==> config.mk <==
export PLATFORM = sky130hd
export DESIGN_NAME = text_encoding_detector
export DESIGN_NICKNAME = d
export VERILOG_FILES = /design/src/rtl/tedet_pkg.sv /design/src/rtl/tedet_utf8_chk.sv /design/src/rtl/tedet_prefix.sv /design/src/rtl/text_encoding_detector.sv
export SDC_FILE = /design/constraint.sdc
export NUM_CORES = 1
export LEC_CHECK = 0
export ABC_CLOCK_PERIOD_IN_PS = 2500
export BUFFER_PORTS_ARGS = -buffer_cell sky130_fd_sc_hd__buf_2
export CAP_MARGIN = 20
export CORE_MARGIN = 2
export CORE_UTILIZATION = 59
export CTS_BUF_LIST = sky130_fd_sc_hd__clkbuf_4 sky130_fd_sc_hd__clkbuf_8 sky130_fd_sc_hd__clkbuf_16
export CTS_CLUSTER_SIZE = 16
export DETAILED_ROUTE_END_ITERATION = 10
export GPL_TIMING_DRIVEN = 0
export PLACE_DENSITY = 0.81
export SLEW_MARGIN = 0
export SYNTH_ARGS = -nofsm -noshare
export SYNTH_HDL_FRONTEND = slang
export SYNTH_SLANG_ARGS = --single-unit
==> constraint.sdc <==
create_clock -name clk_i -period 2.5 [get_ports clk_i]
set_input_delay 0 -clock clk_i [delete_from_list [all_inputs] [get_ports clk_i]]
set_output_delay 0 -clock clk_i [all_outputs]
set_load 0.05 [all_outputs]
==> src/rtl/tedet_pkg.sv <==
package tedet_pkg;

  typedef enum logic [1:0] {
    ENC_ANSI = 2'd0,
    ENC_UTF8 = 2'd1,
    ENC_LE   = 2'd2,
    ENC_BE   = 2'd3
  } enc_e;

  // first three bytes of a buffer, index 0 is the first byte
  typedef logic [2:0][7:0] prefix_t;

  typedef struct packed {
    logic ok;        // strict UTF-8 check passes with the current byte included
    logic seq_open;  // a multi-byte sequence is still awaiting continuations
  } chk_res_t;

  localparam logic [7:0] BomUtf8B0 = 8'hEF;
  localparam logic [7:0] BomUtf8B1 = 8'hBB;
  localparam logic [7:0] BomUtf8B2 = 8'hBF;
  localparam logic [7:0] BomFe     = 8'hFE;
  localparam logic [7:0] BomFf     = 8'hFF;
  localparam logic [7:0] ChBracket = 8'h5B;
  localparam logic [7:0] ChBrace   = 8'h7B;
  localparam logic [7:0] ChSlash   = 8'h2F;
  localparam logic [7:0] ContLow   = 8'h80;
  localparam logic [7:0] ContHigh  = 8'hBF;

  function automatic enc_e classify(prefix_t p, logic ok);
    enc_e enc;
    if (p[0] == BomUtf8B0 && p[1] == BomUtf8B1 && p[2] == BomUtf8B2) begin
      enc = ENC_UTF8;
    end else if (p[0] == BomFe && p[1] == BomFf) begin
      enc = ENC_BE;
    end else if (p[0] == BomFf && p[1] == BomFe) begin
      enc = ENC_LE;
    end else if (p[0] == 8'h00) begin
      enc = ENC_BE;
    end else if ((p[0] == ChBracket || p[0] == ChBrace || p[0] == ChSlash) &&
                 p[1] == 8'h00) begin
      enc = ENC_LE;
    end else begin
      enc = ok ? ENC_UTF8 : ENC_ANSI;
    end
    return enc;
  endfunction

endpackage

==> src/rtl/tedet_utf8_chk.sv <==
module tedet_utf8_chk import tedet_pkg::*; (
  input  logic       clk_i,
  input  logic       rst_ni,
  input  logic       acc_i,
  input  logic [7:0] byte_i,
  input  logic       last_i,
  output chk_res_t   res_o
);

  logic [1:0] cont_q, cont_d, upd_cont;
  logic [7:0] lo_q, lo_d, upd_lo;
  logic [7:0] hi_q, hi_d, upd_hi;
  logic       ok_q, ok_d, upd_ok;
  logic       zero_q, zero_d, upd_zero;

  always_comb begin
    upd_cont = cont_q;
    upd_lo   = lo_q;
    upd_hi   = hi_q;
    upd_ok   = ok_q;
    upd_zero = zero_q;
    if (zero_q || !ok_q) begin
      // check has already ended, hold
    end else if (cont_q != 2'd0) begin
      if (byte_i >= lo_q && byte_i <= hi_q) begin
        upd_cont = cont_q - 2'd1;
        upd_lo   = ContLow;
        upd_hi   = ContHigh;
      end else begin
        upd_ok = 1'b0;
      end
    end else begin
      case (byte_i) inside
        8'h00: upd_zero = 1'b1;
        8'h09, 8'h0A, 8'h0D, [8'h20:8'h7E]: ;
        [8'hC2:8'hDF]: begin
          upd_cont = 2'd1; upd_lo = ContLow; upd_hi = ContHigh;
        end
        8'hE0: begin
          upd_cont = 2'd2; upd_lo = 8'hA0; upd_hi = ContHigh;
        end
        8'hED: begin
          upd_cont = 2'd2; upd_lo = ContLow; upd_hi = 8'h9F;
        end
        [8'hE1:8'hEC], 8'hEE, 8'hEF: begin
          upd_cont = 2'd2; upd_lo = ContLow; upd_hi = ContHigh;
        end
        8'hF0: begin
          upd_cont = 2'd3; upd_lo = 8'h90; upd_hi = ContHigh;
        end
        [8'hF1:8'hF3]: begin
          upd_cont = 2'd3; upd_lo = ContLow; upd_hi = ContHigh;
        end
        8'hF4: begin
          upd_cont = 2'd3; upd_lo = ContLow; upd_hi = 8'h8F;
        end
        default: upd_ok = 1'b0;
      endcase
    end
  end

  // an unfinished sequence fails unless a zero byte stopped the check first
  assign res_o.ok       = upd_ok && (upd_zero || upd_cont == 2'd0);
  assign res_o.seq_open = cont_q != 2'd0;

  always_comb begin
    cont_d = cont_q;
    lo_d   = lo_q;
    hi_d   = hi_q;
    ok_d   = ok_q;
    zero_d = zero_q;
    if (acc_i) begin
      if (last_i) begin
        // restart for the next buffer
        cont_d = 2'd0;
        lo_d   = ContLow;
        hi_d   = ContHigh;
        ok_d   = 1'b1;
        zero_d = 1'b0;
      end else begin
        cont_d = upd_cont;
        lo_d   = upd_lo;
        hi_d   = upd_hi;
        ok_d   = upd_ok;
        zero_d = upd_zero;
      end
    end
  end

  always_ff @(posedge clk_i or negedge rst_ni) begin
    if (!rst_ni) begin
      cont_q <= 2'd0;
      lo_q   <= ContLow;
      hi_q   <= ContHigh;
      ok_q   <= 1'b1;
      zero_q <= 1'b0;
    end else begin
      cont_q <= cont_d;
      lo_q   <= lo_d;
      hi_q   <= hi_d;
      ok_q   <= ok_d;
      zero_q <= zero_d;
    end
  end

endmodule

==> src/rtl/tedet_prefix.sv <==
module tedet_prefix import tedet_pkg::*; (
  input  logic       clk_i,
  input  logic       rst_ni,
  input  logic       acc_i,
  input  logic [7:0] byte_i,
  input  logic       last_i,
  output prefix_t    prefix_o
);

  prefix_t    pre_q, pre_d, upd_pre;
  logic [1:0] cnt_q, cnt_d;

  always_comb begin
    upd_pre = pre_q;
    for (int i = 0; i < 3; i++) begin
      if (cnt_q == 2'(i)) begin
        upd_pre[i] = byte_i;
      end
    end
  end

  // prefix including the current byte; unfilled slots stay zero
  assign prefix_o = upd_pre;

  always_comb begin
    pre_d = pre_q;
    cnt_d = cnt_q;
    if (acc_i) begin
      if (last_i) begin
        pre_d = '0;
        cnt_d = 2'd0;
      end else begin
        pre_d = upd_pre;
        if (cnt_q != 2'd3) begin
          cnt_d = cnt_q + 2'd1;
        end
      end
    end
  end

  always_ff @(posedge clk_i or negedge rst_ni) begin
    if (!rst_ni) begin
      pre_q <= '0;
      cnt_q <= 2'd0;
    end else begin
      pre_q <= pre_d;
      cnt_q <= cnt_d;
    end
  end

endmodule

==> src/rtl/text_encoding_detector.sv <==
// Text encoding detector. Stream a buffer in one byte per request, with tlast
// on the final byte; one result follows each buffer, carrying the detected
// encoding (ANSI, UTF-8, UTF-16LE, UTF-16BE) from byte-order-mark and prefix
// rules, and the outcome of a strict UTF-8 check. A byte is taken every clock
// while the result register is empty or being drained; the result appears in the
// cycle after the last byte is accepted, loaded by the single pass of prefix and
// UTF-8 decode logic feeding the result register. The result payload has no reset.
module text_encoding_detector import tedet_pkg::*; (
  input  logic       clk_i,
  input  logic       rst_ni,
  input  logic       s_axis_tvalid_i,
  output logic       s_axis_tready_o,
  input  logic [7:0] s_axis_tdata_i,   // [7:0] data_byte
  input  logic       s_axis_tlast_i,   // last_byte
  output logic       m_axis_tvalid_o,
  input  logic       m_axis_tready_i,
  output logic [7:0] m_axis_tdata_o    // [1:0] encoding, [2] utf8_valid, [7:3] zero
);

  logic     in_acc;
  chk_res_t chk_res;
  prefix_t  prefix;
  logic     m_valid_q, m_valid_d;
  enc_e     enc_q;
  logic     valid_bit_q;

  assign s_axis_tready_o = !m_valid_q || m_axis_tready_i;
  assign in_acc          = s_axis_tvalid_i && s_axis_tready_o;

  tedet_utf8_chk u_chk (
    .clk_i  (clk_i),
    .rst_ni (rst_ni),
    .acc_i  (in_acc),
    .byte_i (s_axis_tdata_i),
    .last_i (s_axis_tlast_i),
    .res_o  (chk_res)
  );

  tedet_prefix u_prefix (
    .clk_i    (clk_i),
    .rst_ni   (rst_ni),
    .acc_i    (in_acc),
    .byte_i   (s_axis_tdata_i),
    .last_i   (s_axis_tlast_i),
    .prefix_o (prefix)
  );

  always_comb begin
    m_valid_d = m_valid_q;
    if (m_axis_tready_i) begin
      m_valid_d = 1'b0;
    end
    if (in_acc && s_axis_tlast_i) begin
      m_valid_d = 1'b1;
    end
  end

  always_ff @(posedge clk_i or negedge rst_ni) begin
    if (!rst_ni) begin
      m_valid_q <= 1'b0;
    end else begin
      m_valid_q <= m_valid_d;
    end
  end

  // result payload, loaded on the final byte
  always_ff @(posedge clk_i) begin
    if (in_acc && s_axis_tlast_i) begin
      enc_q       <= classify(prefix, chk_res.ok);
      valid_bit_q <= chk_res.ok;
    end
  end

  assign m_axis_tvalid_o = m_valid_q;
  assign m_axis_tdata_o  = {5'd0, valid_bit_q, enc_q};

  a_result_from_last: assert property (@(posedge clk_i) disable iff (!rst_ni)
    $rose(m_valid_q) |-> $past(in_acc && s_axis_tlast_i))
    else $error("result without a final byte");

  a_ansi_only_invalid: assert property (@(posedge clk_i) disable iff (!rst_ni)
    (m_valid_q && enc_q == ENC_ANSI) |-> !valid_bit_q)
    else $error("ANSI reported with a passing UTF-8 check");

  a_no_overwrite: assert property (@(posedge clk_i) disable iff (!rst_ni)
    in_acc |-> !(m_valid_q && !m_axis_tready_i))
    else $error("request accepted while result stalled");

  a_restart: assert property (@(posedge clk_i) disable iff (!rst_ni)
    (in_acc && s_axis_tlast_i) |=> !chk_res.seq_open)
    else $error("check state not cleared after final byte");

endmodule
==> results of run 1 <==
[metal layers]
metal / global-route usage, % / wire length [um]
met5: 0 / 0
met4: 13.68 / 185
met3: 7.071 / 520
met1: 37.31 / 2898
met2: 45.81 / 3270
[cell families (layout without fill, tap and decap cells)]
group           count (synthesis)  count (layout)  share of synthesized area, %
simple gates                  113             113                         23.07
fa+ha+maj                       9               9                         4.344
other cells                     1               5                        0.1446
flops                          38              38                         37.40
buf+inv                        42              69                         7.577
mux                             4               4                         1.593
compound gates                 98              98                         25.87
[flip-flops by register name, summed over array words and instances, names as in the netlist]
| name | flops |
|---|---|
| enc_q | 2 |
| u_prefix.pre_q | 24 |
| u_chk.ok_q | 1 |
| m_axis_tvalid_o | 1 |
| u_chk.hi_q | 2 |
| u_chk.lo_q | 2 |
| u_chk.cont_q | 2 |
| u_chk.zero_q | 1 |
| valid_bit_q | 1 |
| u_prefix.cnt_q | 2 |
[worst reg2reg max path, stage by stage, from the launching register on]
cell	delay [ps]
dfrtp_1	360
inv_1	80
ha_1	200
buf_4	170
mux2i_2	210
a2111oi_2	330
a31o_2	170
nand4b_1	150
a2111oi_4	400
o41ai_2	100
[through the flow]
step / worst slack (ps) / setup TNS [ps] / instance area (um2)
floorplan: 209.8 / 0 / 2608
global placement: -18.60 / -18.60 / 2753
detailed placement: -93.22 / -121.3 / 2753
CTS: 0.2094 / 0 / 2899
global route: 13.83 / 0 / 2939
finish: 82.96 / 0 / 2939
[cells in the mapped netlist (5+ instances only)]
| cell type | n | area (um2) |
|---|---|---|
| a21oi_1 | 18 | 90.09 |
| dfrtp_1 | 32 | 800.8 |
| nand2_1 | 31 | 116.4 |
| ha_1 | 9 | 112.6 |
| o21ai_0 | 25 | 125.1 |
| nor4_1 | 5 | 31.28 |
| nor2b_1 | 17 | 106.4 |
| nor3_1 | 14 | 70.07 |
| a31oi_1 | 15 | 93.84 |
| a22o_1 | 6 | 52.55 |
| buf_4 | 7 | 52.55 |
| nor2_1 | 15 | 56.30 |
| clkbuf_1 | 15 | 56.30 |
| nand3_1 | 7 | 35.03 |
| inv_1 | 13 | 48.80 |
| o31ai_1 | 6 | 45.04 |
[cell usage in the layout (no fill, tap or decap), types with 13 or more instances in the layout]
cell,count
o21ai_0,25
nor3_1,13
a31oi_1,14
buf_2,21
inv_1,13
nand2_1,31
a21oi_1,18
nor2b_1,17
nor2_1,15
dfrtp_1,32
clkbuf_1,13
[cell type report]
type                    instances  area, um2
clock buffers                   5      68.82
inverters                      13      48.80
fillers                       358       1355
multi-input cells             229       1490
flip-flops and latches         38      969.7
plain buffers                  29      151.4
repair buffers                 19      105.1
clock inverters                 3      40.04
well taps                      52      65.06
[timing repair]
item,CTS,global route
setup buffers,1,1
hold buffers,1,0
gates resized for setup,4,10
setup endpoints to repair,2,3
pin swaps,2,1
hold endpoints to repair,32,0
[worst max-delay path by stage]
| stage | from | endpoint | slack [ps] | depth (start not counted) |
|---|---|---|---|---|
| floorplan | u_prefix.cnt_q[0] | enc_q[0] | 210 | 9 |
| global placement | u_prefix.cnt_q[0] | enc_q[0] | -20 | 9 |
| detailed placement | u_prefix.cnt_q[0] | enc_q[0] | -90 | 9 |
| CTS | u_prefix.cnt_q[1] | enc_q[0] | 0.2 | 9 |
| global route | u_prefix.cnt_q[0] | enc_q[0] | 10 | 9 |
| finish | u_prefix.cnt_q[0] | enc_q[0] | 80 | 9 |
[report_power, final]
group | total (W) | switching [W] | leakage, nW | internal (W)
Clock | 0.000519 | 0.000225 | 0.0579 | 0.000294
Sequential | 0.000975 | 0.000149 | 0.486 | 0.000826
Combinational | 0.00114 | 0.000694 | 0.682 | 0.000451
Total | 0.00264 | 0.00107 | 1.23 | 0.00157
==> flow_metrics.env, run 1 <==
export IMPL_synth_avg_cell_area_um2=8.500
export IMPL_synth_seq_area_share_pct=37.40
export IMPL_h_tree_depth=2
export IMPL_final_core_utilization_pct=68.44
export IMPL_final_max_slew_viol_count=0
export IMPL_dieArea_mm2=0.004940
export IMPL_rr_startpoint="u_prefix.cnt_q[0]"
export IMPL_ys_warn_count=0
export IMPL_grt_pass1_vias=2350
export IMPL_io_pins=23
export IMPL_synth_edf_count=3
export IMPL_first_pass_iters=5
export IMPL_crit_chain="inv_1 -> ha_1 -> buf_4 -> mux2i_2 -> a2111oi_2 -> a31o_2 -> nand4b_1 -> a2111oi_4 -> o41ai_2"
export IMPL_cts_num_sinks=38
export IMPL_core_area_mm2=0.004294
export IMPL_detail_route_vias_per_cell=6.515
export IMPL_clk_latency_ps=300
export IMPL_die_h_um=70.29
export IMPL_drive_gt1_share_pct=18.45
export IMPL_worstHoldStart="m_axis_tready_i"
export IMPL_grt_ovfl_total=0
export IMPL_power_w=0.002639
export IMPL_rows=24
export IMPL_rsz0062_at_grt="no"
export IMPL_cap_violations=0
export IMPL_min_to="m_axis_tvalid_o"
export IMPL_tritoncts="built"
export IMPL_grt_pass1_wl_mm=11.18
export IMPL_peakVddDrop_v=0.0004682
export IMPL_worst_hold_slack_ps=19.15
export IMPL_worst_hold_path_type="in2reg"
export IMPL_worstPathRequired_ps=2550
export IMPL_die_w_um=70.29
export IMPL_period_minus_slack_ps=2417
export IMPL_cp_top_family="compound AO/OA/AOI/OAI gates"
export IMPL_run_status="complete, no violations"
export IMPL_min_path_cells=3
export IMPL_clock_skew_ps=12.39
export IMPL_placed_cells=377
export IMPL_crit_path_top_delay_cell="a2111oi_4"
export IMPL_reg2reg_depth=9
export IMPL_cp_buffers_inverters=2
export IMPL_synthArstFlopShare_pct=92.11
export IMPL_area_delta_synth_final_pct=13.37
export IMPL_worst_slew_margin_rel_pct=47.34
export IMPL_setup_violations_final=0
export IMPL_reg2reg_to="enc_q[0]"
export IMPL_syn_inst=305
export IMPL_totalWireLength_mm=6.875
export IMPL_grt_max_degree=36
export IMPL_ant_nets=0
export IMPL_crit_path_end_kind="register"
export IMPL_cpPeakStageDelay_ps=400
export IMPL_start_util_pct=60.37
export IMPL_nNetsFinal=357
export IMPL_syn_area_mm2=0.002592
export IMPL_finalNonFillerCells=388
export IMPL_ys_types=57
export IMPL_power_density_mw_per_mm2=897.9
export IMPL_hold_viol=0
export IMPL_synthFlopType="dfrtp_1"
export IMPL_synth_seq_cells=38
export IMPL_cts_buffers=5
export IMPL_clk_pin_slew_ps=80
export IMPL_ff2ff_setup_slack_ps=80
export IMPL_critPathLaunchType="register"
export IMPL_antennaDiodeCount=0
export IMPL_gp_congestion=0.9127
export IMPL_cellLeakagePower_nw=1.226
export IMPL_finalCritPeriodShare_pct=96.68
export IMPL_cts_root_buffer="clkbuf_8"
export IMPL_drc=0
export IMPL_cp_max_fo=7
export IMPL_cp_data_arrival_time_ps=2460
export IMPL_portBuffers=16
export IMPL_fmax_ghz=0.4137
export IMPL_critical_path_class="reg2reg"
export IMPL_num_vias=2528
export IMPL_avgRoutedWirePerCell_um=17.72
export IMPL_clock_path_buffers=2
export IMPL_first_iter_violations=319
export IMPL_grt_usage_pct=29.01
export IMPL_dpl_hpwl_mm=4.843
export IMPL_worstMarginPinSlew_ps=789.9
export IMPL_antenna_found_initial=0
Note: power is estimated with default switching activity, not from simulation.
==> inputs of run 2 (changes only) <==
--- a/config.mk
+++ b/config.mk
@@ -18,4 +18,5 @@
 export SLEW_MARGIN = 0
 export SYNTH_ARGS = -nofsm -noshare
 export SYNTH_HDL_FRONTEND = slang
+export SYNTH_HIERARCHICAL = 1
 export SYNTH_SLANG_ARGS = --single-unit
==> flow_metrics.env, run 2 <==
export IMPL_run_status="complete, no violations"
export IMPL_h_tree_depth=2
export IMPL_final_common_cell="o21ai_1"
export IMPL_regMostFlops="u_prefix/pre_q"
export IMPL_yosysMostFrequentCell="o21ai_1"
export IMPL_first_pass_iters=6
export IMPL_cap_violations=0
export IMPL_tritoncts="built"
export IMPL_detail_route_vias_per_cell=6.406
export IMPL_num_vias=2428
export IMPL_die_h_um=71.46
export IMPL_synth_seq_cells=38
export IMPL_portBuffers=17
export IMPL_clk_latency_ps=300
export IMPL_ant_nets=0
export IMPL_cp_max_fo=4
export IMPL_die_w_um=71.46
export IMPL_worst_slew_margin_rel_pct=46.07
export IMPL_clock_path_buffers=2
export IMPL_synth_avg_cell_area_um2=9.102
export IMPL_grt_usage_pct=27.96
export IMPL_clk_pin_slew_ps=80
export IMPL_grt_max_degree=36
export IMPL_ys_types=61
export IMPL_largest_reg_flops=24
export IMPL_syn_inst=295
export IMPL_first_iter_violations=309
export IMPL_avgRoutedWirePerCell_um=17.83
export IMPL_cts_buffers=5
export IMPL_yosysTopAreaCell="dfrtp_1"
export IMPL_hold_viol=0
export IMPL_rsz0062_at_grt="yes"
export IMPL_critical_path_class="reg2reg"
export IMPL_peakVddDrop_v=0.0004842
export IMPL_placed_cell_area_mm2=0.002850
export IMPL_synth_edf_count=3
export IMPL_worstMarginPinSlew_ps=809.0
export IMPL_grt_ovfl_total=0
export IMPL_crit_chain="inv_1 -> ha_1 -> and4b_1 -> a22oi_2 -> or4b_4 -> o211ai_2 -> o211ai_2 -> a21oi_2 -> a21oi_2 -> o21ai_1"
export IMPL_fin_area_mm2=0.003022
export IMPL_critical_path_depth=10
export IMPL_worst_hold_slack_ps=7.297
export IMPL_synthTopCellsByArea="dfrtp_1, mux2_2, o21ai_1"
export IMPL_cp_top_family="simple AND/OR/NAND/NOR gates"
export IMPL_cpPeakStageDelay_ps=560
export IMPL_nNetsFinal=348
export IMPL_clock_skew_ps=4.820
export IMPL_power_density_mw_per_mm2=810.7
export IMPL_area_delta_synth_final_pct=12.54
export IMPL_worstPathRequired_ps=2660
export IMPL_reg2reg_depth=10
export IMPL_crit_path_end_kind="register"
export IMPL_finalCritPeriodShare_pct=97.65
export IMPL_synth_seq_area_share_pct=36.11
export IMPL_antennaDiodeCount=0
export IMPL_cp_data_arrival_time_ps=2600
export IMPL_final_max_slew_viol_count=0
export IMPL_drive_gt1_share_pct=27.83
export IMPL_cts_num_sinks=38
export IMPL_dieArea_mm2=0.005107
export IMPL_min_path_cells=3
export IMPL_crit_path_top_delay_cell="or4b_4"
export IMPL_drc=0
export IMPL_synthArstFlopShare_pct=92.11
export IMPL_fillers=350
export IMPL_ys_top_cells_by_count="o21ai_1, nand2_1, dfrtp_1"
export IMPL_ys_warn_count=6
export IMPL_cp_buffers_inverters=1
export IMPL_synthFlopType="dfrtp_1"
export IMPL_grt_pass1_wl_mm=11.12
export IMPL_cellLeakagePower_nw=1.299
export IMPL_fmax_ghz=0.4096
export IMPL_most_common_layout_cells="o21ai_1, nand2_1, dfrtp_1"
export IMPL_period_minus_slack_ps=2441
export IMPL_core_area_mm2=0.004384
export IMPL_antenna_found_initial=0
export IMPL_rows=24
export IMPL_gp_congestion=0.8736
export IMPL_start_util_pct=61.24
export IMPL_totalWireLength_mm=6.756
export IMPL_dpl_hpwl_mm=4.498
export IMPL_yosysTopAreaCellShare_pct=29.82
export IMPL_grt_pass1_vias=2318
export IMPL_setup_violations_final=0
export IMPL_cts_root_buffer="clkbuf_8"
export IMPL_syn_area_mm2=0.002685
export IMPL_worst_hold_path_type="in2reg"
export IMPL_critPathLaunchType="register"
export IMPL_io_pins=23
run 2: what timing repair did:
| item | 4_1_cts | 5_1_grt |
|---|---|---|
| buffers inserted | 0 | 1 |
| cloned | 0 | 0 |
| pin swaps | 0 | 6 |
| endpoints found under the setup margin | 1 | 1 |
| hold endpoints to repair | 33 | 0 |
| hold buffers | 2 | 0 |
| resized for setup | 2 | 4 |
run 2: cell type report:
class | instances | area, um2 | area share (%)
multi-input combinational | 226 | 1572 | 52.01
sequential | 38 | 969.7 | 32.09
buffer | 21 | 136.4 | 4.513
timing repair buffer | 20 | 112.6 | 3.727
clock buffer | 7 | 83.83 | 2.774
tap | 52 | 65.06 | 2.153
inverter | 14 | 52.55 | 1.739
clock inverter | 1 | 30.03 | 0.9938
run 2: path summary, 6_finish.rpt:
kind                            startpoint                 end  slack (ps)
setup / recovery             u_chk/hi_q[4]            enc_q[0]          60
hold / removal             m_axis_tready_i     m_axis_tvalid_o           7
setup reg to reg             u_chk/hi_q[4]            enc_q[0]          60
hold reg to reg              u_chk/hi_q[4]       u_chk/hi_q[4]         500
max in group asynchronous           rst_ni  u_prefix/pre_q[17]        1660
min in group asynchronous           rst_ni     u_chk/cont_q[1]         330
run 2: layer usage:
metal	global-route usage (%)	part of all wire, %	vias up
met5	0	0	-
met4	10.27	1.6	0
met3	4.360	6.6	13
met2	45.06	47	99
met1	38.26	45	1183
li1	-	-	1133
run 2: kinds of logic after synthesis:
group	after synthesis	synth area share [%]
simple gates	97	20.88
compound gates	87	20.13
flops	38	36.11
buf+inv	35	7.036
mux	27	11.18
fa+ha+maj	9	4.194
other cells	1	0.1397
xor+xnor	1	0.3262
run 2: worst min-delay path: stages:
cell and delay, ps:
buf_2 70, nand2b_1 140, nand2_1 60
run 2: where the power goes:
part | internal, W | leakage, nW | total (W) | switching, W
Sequential | 0.000748 | 0.493 | 0.000821 | 0.0000728
Clock | 0.000321 | 0.0593 | 0.000552 | 0.000231
Combinational | 0.000460 | 0.747 | 0.00108 | 0.000617
Total | 0.00153 | 1.30 | 0.00245 | 0.000921
run 2: metrics by stage:
| stage | total power [W] | TNS (ps) | cells | setup WS (ps) | util (%) |
|---|---|---|---|---|---|
| floorplan | 0.001604 | 0 | 299 | 159.1 | - |
| detailed placement | 0.001832 | 0 | 368 | 1.527 | 65.01 |
| global placement | 0.001800 | 0 | 368 | 45.49 | 65.01 |
| global route | 0.002577 | -50.94 | 379 | -50.94 | 68.92 |
| CTS | 0.002392 | 0 | 378 | 15.40 | 68.26 |
| finish | 0.002450 | 0 | 379 | 58.79 | 68.92 |
